===== config.mk =====
export PLATFORM = sky130hd
export DESIGN_NAME = sphere_mesh_triangle_indexer_flat
export DESIGN_NICKNAME = d
export VERILOG_FILES = /design/src/rtl/core/smti_pkg.sv /design/src/rtl/core/smti_req_if.sv /design/src/rtl/core/smti_rsp_if.sv /design/src/rtl/core/sphere_mesh_triangle_indexer.sv /design/src/rtl/core/smti_locate.sv /design/src/rtl/core/smti_index.sv /design/src/flat_wrapper.sv
export SDC_FILE = /design/constraint.sdc
export NUM_CORES = 1
export LEC_CHECK = 0
export BUFFER_PORTS_ARGS = -buffer_cell sky130_fd_sc_hd__buf_4
export CAP_MARGIN = 15
export CELL_PAD_IN_SITES_DETAIL_PLACEMENT = 1
export CELL_PAD_IN_SITES_GLOBAL_PLACEMENT = 2
export CORE_ASPECT_RATIO = 1.4
export CORE_UTILIZATION = 30
export DETAILED_ROUTE_END_ITERATION = 16
export PLACE_DENSITY_LB_ADDON = 0.1
export SETUP_SLACK_MARGIN = 0.2
export SYNTH_ARGS = -nofsm -noshare
export SYNTH_HDL_FRONTEND = slang
export SYNTH_SLANG_ARGS = --single-unit

===== constraint.sdc =====
create_clock -name clk -period 11.5 [get_ports clk]
set_clock_uncertainty 0.15 [all_clocks]
set_input_delay 2.3 -clock clk [delete_from_list [all_inputs] [get_ports clk]]
set_output_delay 2.3 -clock clk [all_outputs]
set_load 0.03 [all_outputs]

===== src/rtl/core/smti_pkg.sv =====
package smti_pkg;

  localparam logic [2:0] MAX_RES   = 3'd6;
  localparam logic [2:0] RES_RESET = 3'd3;

  localparam logic [1:0] REGION_NONE   = 2'd0;
  localparam logic [1:0] REGION_TOP    = 2'd1;
  localparam logic [1:0] REGION_BAND   = 2'd2;
  localparam logic [1:0] REGION_BOTTOM = 2'd3;

  typedef struct packed {
    logic [1:0]  region;
    logic [14:0] base;
    logic [8:0]  cols;
    logic [7:0]  j;
    logic [7:0]  n;
    logic        odd;
    logic        last;
  } smti_loc_t;

endpackage


===== src/rtl/core/smti_req_if.sv =====
interface smti_req_if;
  logic        valid;
  logic        ready;
  logic [15:0] triangle_number;

  modport source (output valid, output triangle_number, input ready);
  modport sink (input valid, input triangle_number, output ready);
endinterface


===== src/rtl/core/smti_rsp_if.sv =====
interface smti_rsp_if;
  logic        valid;
  logic        ready;
  logic [14:0] first_index;
  logic [14:0] second_index;
  logic [14:0] third_index;
  logic        in_range;
  logic        is_last;

  modport source (
    output valid, output first_index, output second_index, output third_index,
    output in_range, output is_last, input ready
  );
  modport sink (
    input valid, input first_index, input second_index, input third_index,
    input in_range, input is_last, output ready
  );
endinterface


===== src/rtl/core/sphere_mesh_triangle_indexer.sv =====
// Sphere mesh triangle indexer: maps a triangle number of a latitude-longitude
// sphere mesh to its three vertex indices.
// Channels: req carries triangle_number in; rsp carries first_index,
// second_index, third_index, in_range and is_last out, both valid/ready.
// cfg_we/cfg_wdata write the resolution register (columns = 4 << resolution);
// values above 6 act as 6. Write it only while no request is in flight.
// A request accepted into the input register passes on to the result register
// and from there shows on rsp (input register, then result register).
// Throughput: one triangle per cycle while rsp does not stall, set by the
// single pass of shifts, adds and compares between the registers.
// Numbers at or past the triangle count give in_range 0 and zero indices.
// Reset clears both stage valids and sets resolution to 3.
// When rsp stalls the result register holds; the input register still takes
// a request while the result register is empty or being taken, so req.ready
// drops only with both stages full and rsp stalled.
module sphere_mesh_triangle_indexer (
  input  logic        clk,
  input  logic        rst,
  input  logic        cfg_we,
  input  logic [2:0]  cfg_wdata,
  smti_req_if.sink    req,
  smti_rsp_if.source  rsp
);
  import smti_pkg::*;

  logic        v1;
  logic        v2;
  logic [2:0]  resolution;
  logic [15:0] t1;
  logic [2:0]  r1;
  logic        adv2;
  smti_loc_t   loc;
  logic [14:0] a_next;
  logic [14:0] b_next;
  logic [14:0] c_next;
  logic [14:0] a2;
  logic [14:0] b2;
  logic [14:0] c2;
  logic        ok2;
  logic        last2;

  assign adv2      = !v2 || rsp.ready;
  assign req.ready = !v1 || adv2;

  smti_locate u_locate (
    .triangle_number (t1),
    .resolution      (r1),
    .loc             (loc)
  );

  smti_index u_index (
    .loc          (loc),
    .first_index  (a_next),
    .second_index (b_next),
    .third_index  (c_next)
  );

  always_ff @(posedge clk) begin
    if (rst) begin
      v1         <= 1'b0;
      v2         <= 1'b0;
      resolution <= RES_RESET;
    end else begin
      if (cfg_we) begin
        resolution <= cfg_wdata;
      end
      if (req.ready) begin
        v1 <= req.valid;
      end
      if (adv2) begin
        v2 <= v1;
      end
    end
  end

  always_ff @(posedge clk) begin
    if (req.valid && req.ready) begin
      t1 <= req.triangle_number;
      r1 <= resolution;
    end
    if (adv2 && v1) begin
      a2    <= a_next;
      b2    <= b_next;
      c2    <= c_next;
      ok2   <= (loc.region != REGION_NONE);
      last2 <= loc.last;
    end
  end

  assign rsp.valid        = v2;
  assign rsp.first_index  = a2;
  assign rsp.second_index = b2;
  assign rsp.third_index  = c2;
  assign rsp.in_range     = ok2;
  assign rsp.is_last      = last2;

  a_reset_clears: assert property (@(posedge clk) rst |=> !v1 && !v2)
    else $error("pipeline valid after reset");

  a_stall_only: assert property (@(posedge clk) disable iff (rst)
    !req.ready |-> (v1 && v2 && !rsp.ready))
    else $error("request refused without output stall");

  a_zero_out: assert property (@(posedge clk) disable iff (rst)
    (v2 && !ok2) |-> (a2 == 15'd0 && b2 == 15'd0 && c2 == 15'd0 && !last2))
    else $error("out-of-range result carries indices");

  a_last_in_range: assert property (@(posedge clk) disable iff (rst)
    (v2 && last2) |-> ok2)
    else $error("last flag on out-of-range result");
endmodule


===== src/rtl/core/smti_locate.sv =====
module smti_locate (
  input  logic [15:0]      triangle_number,
  input  logic [2:0]       resolution,
  output smti_pkg::smti_loc_t loc
);
  import smti_pkg::*;

  always_comb begin
    logic [2:0]  r;
    logic [3:0]  r2;
    logic [8:0]  cols;
    logic [8:0]  cmask;
    logic [16:0] count;
    logic [16:0] band_tris;
    logic [16:0] t17;
    logic [16:0] u;
    logic [16:0] band_pos;
    logic [16:0] band_sh;
    logic [16:0] k;
    logic [14:0] band_base;
    logic [14:0] bot_base;
    logic [7:0]  jx;
    logic [8:0]  nx;

    r         = (resolution > MAX_RES) ? MAX_RES : resolution;
    r2        = {r, 1'b0};
    cols      = 9'd4 << r;
    cmask     = cols - 9'd1;
    count     = (17'd16 << r2) - (17'd8 << r);
    band_tris = (17'd16 << r2) - (17'd16 << r);
    t17       = {1'b0, triangle_number};
    u         = t17 - {8'd0, cols};
    band_pos  = u & ((17'd8 << r) - 17'd1);
    band_sh   = u >> ({1'b0, r} + 4'd3);
    k         = u - band_tris;
    band_base = 15'd1 + ({8'd0, band_sh[6:0]} << ({1'b0, r} + 4'd2));
    bot_base  = 15'd1 + band_tris[15:1];

    loc.cols = cols;
    loc.odd  = 1'b0;
    loc.last = (t17 == (count - 17'd1));
    jx       = 8'd0;
    loc.base = 15'd1;

    if (t17 >= count) begin
      loc.region = REGION_NONE;
      loc.last   = 1'b0;
    end else if (t17 < {8'd0, cols}) begin
      loc.region = REGION_TOP;
      jx         = triangle_number[7:0];
    end else if (u < band_tris) begin
      loc.region = REGION_BAND;
      jx         = band_pos[8:1];
      loc.odd    = band_pos[0];
      loc.base   = band_base;
    end else begin
      loc.region = REGION_BOTTOM;
      jx         = k[7:0];
      loc.base   = bot_base;
    end

    nx    = ({1'b0, jx} + 9'd1) & cmask;
    loc.j = jx;
    loc.n = nx[7:0];
  end
endmodule


===== src/rtl/core/smti_index.sv =====
module smti_index (
  input  smti_pkg::smti_loc_t loc,
  output logic [14:0]         first_index,
  output logic [14:0]         second_index,
  output logic [14:0]         third_index
);
  import smti_pkg::*;

  logic [14:0] j15;
  logic [14:0] n15;
  logic [14:0] bot;

  assign j15 = {7'd0, loc.j};
  assign n15 = {7'd0, loc.n};
  assign bot = loc.base + {6'd0, loc.cols};

  always_comb begin
    unique case (loc.region)
      REGION_TOP: begin
        first_index  = 15'd0;
        second_index = loc.base + n15;
        third_index  = loc.base + j15;
      end
      REGION_BAND: begin
        first_index = loc.base + j15;
        if (loc.odd) begin
          second_index = loc.base + n15;
          third_index  = bot + n15;
        end else begin
          second_index = bot + n15;
          third_index  = bot + j15;
        end
      end
      REGION_BOTTOM: begin
        first_index  = loc.base + j15;
        second_index = loc.base + n15;
        third_index  = bot;
      end
      default: begin
        first_index  = 15'd0;
        second_index = 15'd0;
        third_index  = 15'd0;
      end
    endcase
  end
endmodule

===== src/flat_wrapper.sv =====
// flat-port wrapper written by rule: the top's interface ports become plain ports
module sphere_mesh_triangle_indexer_flat import smti_pkg::*;
  (clk, rst, cfg_we, cfg_wdata, req_valid, req_triangle_number, req_ready, rsp_valid, rsp_first_index, rsp_second_index, rsp_third_index, rsp_in_range, rsp_is_last, rsp_ready);
  smti_req_if req_i ();
  smti_rsp_if rsp_i ();
  input  logic clk;
  input  logic rst;
  input  logic cfg_we;
  input  logic [2:0] cfg_wdata;
  input wire logic [$bits(req_i.valid)-1:0] req_valid;
  input wire logic [$bits(req_i.triangle_number)-1:0] req_triangle_number;
  output wire logic [$bits(req_i.ready)-1:0] req_ready;
  output wire logic [$bits(rsp_i.valid)-1:0] rsp_valid;
  output wire logic [$bits(rsp_i.first_index)-1:0] rsp_first_index;
  output wire logic [$bits(rsp_i.second_index)-1:0] rsp_second_index;
  output wire logic [$bits(rsp_i.third_index)-1:0] rsp_third_index;
  output wire logic [$bits(rsp_i.in_range)-1:0] rsp_in_range;
  output wire logic [$bits(rsp_i.is_last)-1:0] rsp_is_last;
  input wire logic [$bits(rsp_i.ready)-1:0] rsp_ready;
  assign req_i.valid = req_valid;
  assign req_i.triangle_number = req_triangle_number;
  assign req_ready = req_i.ready;
  assign rsp_valid = rsp_i.valid;
  assign rsp_first_index = rsp_i.first_index;
  assign rsp_second_index = rsp_i.second_index;
  assign rsp_third_index = rsp_i.third_index;
  assign rsp_in_range = rsp_i.in_range;
  assign rsp_is_last = rsp_i.is_last;
  assign rsp_i.ready = rsp_ready;
  sphere_mesh_triangle_indexer u_core (.clk(clk), .rst(rst), .cfg_we(cfg_we), .cfg_wdata(cfg_wdata), .req(req_i), .rsp(rsp_i));
endmodule

# [After elaboration in Yosys (flattened, before gate mapping)]
# Index checks and enable logic that the tools add are counted.
[totals] ram_bits=0 regBits=71 latch_bits=0 word_cells=68 mem_count=0 rom_bits=0 output_inout_bits=49 input_bits=24
[classes] add_sub_neg=17 n_reduce_logical=9 bitwise=2 muxes=16 magnitude_cmp=4 mul=0 div=0 n_eq_ne=4 shifts=6
[op_table] operator="$add A15 B8 Y15" count=4
[op_table] operator="$mux W15" count=4
[op_table] operator="$pmux W15 S3" count=1
[op_table] operator="$sub A17 B17 Y17" count=2
[op_table] operator="$add A1 B15 Y15 const A" count=2
[op_table] operator="$pmux W15 S2" count=1
[op_table] operator="$mux W8" count=3
[op_table] operator="$eq A16 B17 Y1" count=1
[op_table] operator="$ge A16 B17 Y1" count=1
[op_table] operator="$lt A17 B17 Y1" count=1
[op_table] operator="$shl A4 B3 Y17 const A" count=1
[op_table] operator="$shl A5 B3 Y17 const A" count=1
[op_table] operator="$shl A5 B4 Y17 const A" count=1
[op_table] operator="$shr A17 B4 Y7" count=1
[op_table] operator="$sub A16 B9 Y17" count=1
[op_table] operator="$sub A17 B1 Y17 const B" count=1
[op_table] operator="$lt A16 B9 Y1" count=1
[op_table] operator="$mux W16" count=1
[op_table] operator="$add A15 B9 Y15" count=1
[op_table] operator="$shl A7 B4 Y15" count=1
[op_table] operator="$and A9 B9 Y9" count=1
[op_table] operator="$shl A3 B3 Y9 const A" count=1
[op_table] operator="$sub A9 B1 Y9 const B" count=1
[op_table] operator="$add A3 B2 Y4 const B" count=2
[op_table] operator="15 further kinds" count=23

# [Logic depth before layout (Yosys ltp)]
# Gate-level depths: netlist of the first run.
[logic_depth] ltp_word=14 ltp_mapped=43 depth_no_buf=40

# [By module]
# Synthesis of the first run repeated with hierarchy kept, for this count alone.
[hier_totals] hier_cells=1091 hier_area_um2=9052.4
[by_module_without_submodules] mod="smti_locate" instances=1 seq_area_each_um2=0.0 cells_per_inst=582 area_each_um2=3885.0
[by_module_without_submodules] mod="smti_index" instances=1 seq_area_each_um2=0.0 cells_per_inst=423 area_each_um2=2991.6
[by_module_without_submodules] mod="sphere_mesh_triangle_indexer" instances=1 seq_area_each_um2=2082.0 cells_per_inst=86 area_each_um2=2175.8

# [Least setup slack after synthesis of the first run]
# No wires, ideal clock.
[synth_timing] path_type="register to register" startpoint="register u_core.r1[1]" endpoint="register u_core.c2[14] (netlist: u_core.rsp.third_index[14]) (data pin)" slack_ps=2873 t_arrival_ps=8319 required_time_ps=11193 setup_time_ps=157 period_less_slack_ps=8627 path_buffers=4 path_stages_with_launch=39 cell_sequence="edfxtp_1 ha_1 inv_1 nand2_1 clkbuf_1 clkbuf_1 nand3_1 ha_1 buf_2 a21o_1 a211o_1 a21o_1 a221oi_2 inv_2 ha_1 a21oi_1 nor2b_1 o21ai_0 [3 not listed] nand3_1 nor2_1 ha_1 nand3_1 or3_1 a21oi_1 ha_1 nand3b_1 a211oi_1 a211oi_1 or2b_1 a22oi_1 ha_1 a21oi_1 nor3_2 nand3_1 mux2_2 o221ai_2"
[synth_via] elab_chain_cells=14 elab_cells_between_ends=44 cone_classes="add/sub: 15; order compare: 4; eq/ne: 3; shift: 6; mux: 14; bitwise: 2"
[synth_lines] element="start: declaration" line_no="sphere_mesh_triangle_indexer.sv:30" source="logic [2:0] r1;"
[synth_lines] element="start signal: assignment" line_no="sphere_mesh_triangle_indexer.sv:79" source="r1 <= resolution;"
[synth_lines] element="$gt A3 B3 Y1" line_no="smti_locate.sv:25" source="r = (resolution > MAX_RES) ? MAX_RES : resolution;"
[synth_lines] element="$mux W3 (*)" line_no="smti_locate.sv:25"
[synth_lines] element="$shl A3 B3 Y9" line_no="smti_locate.sv:27" source="cols = 9'd4 << r;"
[synth_lines] element="$sub A16 B9 Y17" line_no="smti_locate.sv:32" source="u = t17 - {8'd0, cols};"
[synth_lines] element="$shr A17 B4 Y7" line_no="smti_locate.sv:34" source="band_sh = u >> ({1'b0, r} + 4'd3);"
[synth_lines] element="$shl A7 B4 Y15" line_no="smti_locate.sv:36" source="band_base = 15'd1 + ({8'd0, band_sh[6:0]} << ({1'b0, r} + 4'd2));"
[synth_lines] element="$add A1 B15 Y15" line_no="smti_locate.sv:36"
[synth_lines] element="$mux W16" line_no="smti_locate.sv:51" source="end else if (u < band_tris) begin"
[synth_lines] element="$mux W15" line_no="smti_locate.sv:48" source="end else if (t17 < {8'd0, cols}) begin"
[synth_lines] element="$mux W15" line_no="smti_locate.sv:45" source="if (t17 >= count) begin"
[synth_lines] element="$add A15 B9 Y15" line_no="smti_index.sv:15" source="assign bot = loc.base + {6'd0, loc.cols};"
[synth_lines] element="$add A15 B8 Y15, on equally long branches" line_no="smti_index.sv:31, smti_index.sv:28"
[synth_lines] element="$mux W15" line_no="smti_index.sv:26" source="if (loc.odd) begin"
[synth_lines] element="$pmux W15 S3 (*)" line_no="smti_index.sv:18" source="unique case (loc.region)"
[synth_lines] element="via u_core.c_next[14]" line_no="sphere_mesh_triangle_indexer.sv:35" source="logic [14:0] c_next;"
[synth_lines] element="end signal: assignment" line_no="sphere_mesh_triangle_indexer.sv:84" source="c2 <= c_next;"
[synth_lines] element="end: declaration" line_no="sphere_mesh_triangle_indexer.sv:38" source="logic [14:0] c2;"
# The timed path passes the listed nets; every way through them passes the cells marked *.
# A chain may end at the register's enable or synchronous reset.

# [Worst setup path in the final report of the first run]
[layout_timing] startpoint="register u_core.r1[2]" endpoint="register u_core.c2[13] (netlist: u_core.rsp.third_index[13]) (data pin)"
# The elaborated chain is that of the path after synthesis.

==> results.cfg, run 1 <==
[status]
status = complete, no violations

[grt]
grt_pass1_vias = 8330
grt_pass1_wl_um = 49540
grt_use_total_pct = 23.94
grt.overflow.total = 0
grt_max_degree = 48
antenna_found_initial = 0

[sta]
worstMarginPinSlew_ns = 0.8847
fin_crit_ns = 10.41
fmax_ghz = 0.09602
relSlewSlack_pct = 40.60
rsz0062_at_grt = no
setup-tns-final_ns = 0
whs_ns = 0.2923
period_share_pct = 90.56
setup_ws_ns = 1.085
drv_slew = 0
hold_viol = 0
final-setup-viol-count = 0

[synth]
synth_top_area_share_pct = 23.84
synthArstFlopShare_pct = 0
synth_area_mm2 = 0.008314
netlist.top_cell.by_area = edfxtp_1
ys.flop_type = edfxtp_1
yosys-top-cells-area = edfxtp_1 24%, ha_1 12%, xnor2_1 6.3%, nor2_1 5.3%, nand2_1 4.3%
synth_edf_count = 66
synthTopCellsByCount = 118 x nor2_1, 95 x nand2_1, 81 x ha_1
synth-seq-cells = 71
synth_warnings = 0
synthCells = 994
avgSynthCellArea_um2 = 8.364
seq_area_frac_synth_pct = 25.04
yosys.cell_count.top_type = nor2_1
yosysUniqueCellTypes = 103
syn-num-nets = 1102

[cts]
cts_buffers = 9
cts_max_level = 3
clock-sinks = 71
cts-root-buf = clkbuf_16
cts_tree = built
clkLatencyLatePin_ns = 0.37
cts_buffer_depth = 2
path_clk_slew_ns = 0.06

[pwr]
vdd_drop_max_mv = 0.07938
p_per_area_mw_per_mm2 = 135.3
power.leakage_nw = 3.867

[floorplan]
core_area_mm2 = 0.02709
io-pin-count = 73
rows = 71
die_h_um = 199.0
die_width_um = 142.7
initial_core_util_pct = 30.69
die-area_mm2 = 0.02839

[routing]
drtAntennaViolNets = 0
drt_wl_total_um = 32600
drt_iter0_drc = 311
viasPerCell = 5.514
route.detailed.drc = 0
dr.pass1.iters = 5
via_count = 7918
wl_per_cell_um = 22.70

[critical_path]
slowest_delay_ns = 0.56
slowest_stage = o21ai_0
start_kind = register
endpoint_kind = register
cp.buffers_inverters = 4
cp.arrival_ns = 10.37
path_class = reg -> reg
path_delay_family = compound AO/OA/AOI/OAI gates
worstPathMaxFanout = 15
crit_required_ns = 11.46
path_common_cell = ha_1
regToRegSetupSlack_ns = 1.09

[placement]
gp_congestion = 0.8897
port_buffers = 72
dpl-instance-area_mm2 = 0.009389
post-place-ws_ns = 0.9673
dp_hpwl_um = 26720

[finish]
fin_nets = 1174
num_antenna_cells = 0
utilization_pct = 35.70
drive_gt1_share_pct = 16.06
final_cell_area_mm2 = 0.009672
syn2layout_area_growth_pct = 16.33

[run]
drv_cap = 0

[worst_hold_path]
hold_path.class = reg -> reg
## path summary, 6_finish.rpt
check,cells past startpoint,startpoint,to
setup / recovery,40,u_core.r1[2]$_DFFE_PP_,u_core.rsp.third_index[13]$_DFFE_PP_
hold / removal,0,u_core.resolution[0]$_SDFFE_PP1P_,u_core.r1[0]$_DFFE_PP_
setup reg to reg,40,u_core.r1[2]$_DFFE_PP_,u_core.rsp.third_index[13]$_DFFE_PP_
hold reg to reg,0,u_core.resolution[0]$_SDFFE_PP1P_,u_core.r1[0]$_DFFE_PP_
## stage by stage
step	total power, mW	instances
after detailed placement	1.043	1420
after CTS	1.324	1436
after global placement	1.041	1420
after floorplan	0.8239	994
final	1.309	1436
after global routing	1.396	1436
## layer usage
metal / track usage (%) / share of wire [%] / vias to the layer above
met3: 2.841 / 2.6 / 57
met5: 0 / 0 / -
li1: - / - / 3823
met1: 24.89 / 39 / 3881
met2: 47.17 / 54 / 157
met4: 10.59 / 3.7 / 0
## where the power goes
group | internal [mW] | switching, mW
clock | 0.148 | 0.124
sequential | 0.317 | 0.0160
combinational | 0.260 | 0.444
## flip-flops by register name, summed over array words and instances, names as in the netlist
name / count
u_core.t1: 16
u_core.rsp.first_index: 15
u_core.rsp.second_index: 15
u_core.rsp.third_index: 15
u_core.r1: 3
u_core.resolution: 3
u_core.rsp.in_range: 1
u_core.rsp.is_last: 1
u_core.rsp.valid: 1
u_core.v1: 1
## timing repair
| item | CTS | global route |
|---|---|---|
| hold endpoints to repair | 0 | 0 |
| endpoints found under the setup margin | 0 | 8 |
| setup buffers | 0 | 0 |
| hold buffers | 0 | 0 |
| resized for setup | 0 | 1 |
## worst register-to-register path, delay by kind of cell, from the launching register on
| kind | cells | cell delay, ns |
|---|---|---|
| buffers and inverters | 4 | 0.93 |
| xor gates and xnor gates | 3 | 0.82 |
| DFF | 1 | 0.32 |
| adders and majority gates | 6 | 1.99 |
| and+or+nand+nor | 15 | 2.94 |
| AOI/OAI and AO/OA | 12 | 3.00 |
## cell usage in the layout (no fill, tap or decap), types with 6 or more instances in the layout
cell         n
a211o_1      7
a211oi_1    15
a21o_1      18
a21oi_1     59
a22oi_1      9
a31oi_1     14
and2_1      12
and3_1       6
buf_4      105
clkbuf_16    9
edfxtp_1    66
ha_1        81
inv_1       45
mux2i_1      7
nand2_1     95
nand2b_1     6
nand3_1     22
nand4_1     10
nor2_1     117
nor2b_1     13
nor3_1      28
o211ai_1    12
o21a_1      20
o21ai_0     31
o21bai_1     8
o22ai_1     15
or3_1       10
xnor2_1     60
xor2_1      25
## logic make-up after synthesis
kind of cell,after synthesis,share of synthesized area (%)
and+or+nand+nor,365,21.93
AOI/OAI and AO/OA,282,24.61
buffers and inverters,93,4.575
adders and majority gates,88,13.39
xor gates and xnor gates,87,9.481
DFF,71,25.04
muxes,8,0.9782
## cell type report
type	count	area, um^2
clock buffers	9	225.2
flip-flops and latches	71	2082
clock inverters	7	53.80
repair buffers	105	788.3
well taps	365	456.7
fillers	3243	17420
inverters	49	183.9
multi-input cells	830	5882
Power figures use the tool's default switching activity.
==> inputs of run 2 (changes only) <==
- CORE_ASPECT_RATIO: 1.4 -> default
==> run 2 against run 1 <==
Net effect:
- die area barely moved
- register-to-register slack got worse by 0.06 ns
- power rose by 7.4%
- via count rose by 0.95%
- first-iteration DRC count rose by 70%
- hold slack got worse by 0.015 ns
- worst setup slack got worse by 0.064 ns
- largest cell class unchanged
==> results.cfg, run 2 (synthesis gave the netlist of run 1 again) <==
[status]
status = complete, no violations

[floorplan]
rows = 60
initial_core_util_pct = 30.68
die_h_um = 168.5
io-pin-count = 73
die-area_mm2 = 0.02838
die_width_um = 168.5
core_area_mm2 = 0.02710

[placement]
dp_hpwl_um = 25800
port_buffers = 72
dp_cells = 1427
gp_congestion = 0.9292

[routing]
route.detailed.drc = 0
viasPerCell = 5.539
dr.pass1.iters = 5
drtAntennaViolNets = 0
drt_iter0_drc = 528
drt_wl_total_um = 32660
via_count = 7993
wl_per_cell_um = 22.64

[critical_path]
crit_required_ns = 11.55
cp.arrival_ns = 10.53
start_kind = register
path_common_cell = ha_1
slowest_stage = edfxtp_1
slowest_delay_ns = 0.60
endpoint_kind = register
worstPathMaxFanout = 14
path_class = reg -> reg

[finish]
num_antenna_cells = 0
fin_nets = 1174
largest_register_ffs = 16
drive_gt1_share_pct = 16.06
regMostFlops = u_core.t1
final_cell_mix = 117 x nor2_1, 105 x buf_4, 95 x nand2_1
final_common_cell = nor2_1
syn2layout_area_growth_pct = 17.46
nFillCells = 3233
layoutNonFillerInstCount = 1443

[cts]
clkLatencyLatePin_ns = 0.35
clock-sinks = 71
hold_buffers = 0
path_clk_slew_ns = 0.07
cts_max_level = 3
cts_tree = built
cts-root-buf = clkbuf_16
cts_buffer_depth = 2
cts_buffers = 9

[pwr]
vdd_drop_max_mv = 0.05985
finalPower_mw = 1.406
power.leakage_nw = 3.902
p_per_area_mw_per_mm2 = 144.0

[grt]
grt_pass1_vias = 8058
grt_use_total_pct = 23.35
grt.overflow.total = 0
grt_pass1_wl_um = 50140
antenna_found_initial = 0
grt_max_degree = 48

[sta]
fmax_ghz = 0.09543
rsz0062_at_grt = no
hold_viol = 0
period_share_pct = 91.12
setup-tns-final_ns = 0
drv_slew = 0
fin_crit_ns = 10.48
relSlewSlack_pct = 30.19
worstMarginPinSlew_ns = 1.047
final-setup-viol-count = 0

[run]
drv_cap = 0

[worst_hold_path]
hold_path.class = reg -> reg
[run 2: final timing paths]
kind                                     start                                   end  slack, ns  depth (start not counted)
max reg2reg             u_core.r1[2]$_DFFE_PP_  u_core.rsp.third_index[14]$_DFFE_PP_       1.02                         38
min reg2reg  u_core.resolution[1]$_SDFFE_PP1P_                u_core.r1[1]$_DFFE_PP_       0.28                          0
min          u_core.resolution[1]$_SDFFE_PP1P_                u_core.r1[1]$_DFFE_PP_       0.28                          0
max                     u_core.r1[2]$_DFFE_PP_  u_core.rsp.third_index[14]$_DFFE_PP_       1.02                         38
[run 2: critical path: cells and delay by family (launching register included)]
kind,cells,cell delay (ns)
AO/OA/AOI/OAI,14,3.57
XOR/XNOR,1,0.18
adder cells (fa/ha/maj),6,2.03
buffers and inverters,3,0.58
flip-flops,1,0.60
multiplexers,1,0.37
AND/OR/NAND/NOR,13,2.84
[run 2: per-layer routing]
layer | track usage, % | wire length (um)
met1 | 33.65 | 16340
met2 | 36.79 | 14290
met3 | 2.899 | 1438
met4 | 5.692 | 605
met5 | 0 | 0
[run 2: what timing repair did]
action                     CTS  global route
setup endpoints to repair    0             6
gates resized for setup      0             2
setup buffers                0             0
[run 2: cell type report]
| cell class | instances | area, um^2 | share of cell area [%] |
|---|---|---|---|
| Clock buffer | 10 | 229.0 | 2.345 |
| Clock inverter | 6 | 132.6 | 1.358 |
| Inverter | 49 | 183.9 | 1.883 |
| Multi-Input combinational cell | 830 | 5884 | 60.26 |
| Sequential cell | 71 | 2082 | 21.32 |
| Tap cell | 372 | 465.4 | 4.766 |
| Timing Repair Buffer | 105 | 788.3 | 8.072 |
[run 2: power breakdown]
group / internal (mW) / total [mW] / switching (mW) / leakage (nW)
Clock: 0.234 / 0.361 / 0.127 / 0.174
Combinational: 0.259 / 0.714 / 0.454 / 3.06
Sequential: 0.317 / 0.331 / 0.0139 / 0.672
Total: 0.811 / 1.41 / 0.595 / 3.90
[run 2: per-stage QoR]
stage | area (um^2) | hold WS, ns | util (%) | setup WS (ns)
after global routing | 9766 | 0.2862 | 36.03 | 0.2380
after floorplan | 8314 | 0.2505 | - | 2.873
after detailed placement | 9398 | 0.2617 | 34.68 | 0.9938
after global placement | 9398 | 0.2577 | 34.68 | 1.370
final | 9766 | 0.2772 | 36.03 | 1.021
after CTS | 9759 | 0.2767 | 36.01 | 0.9337
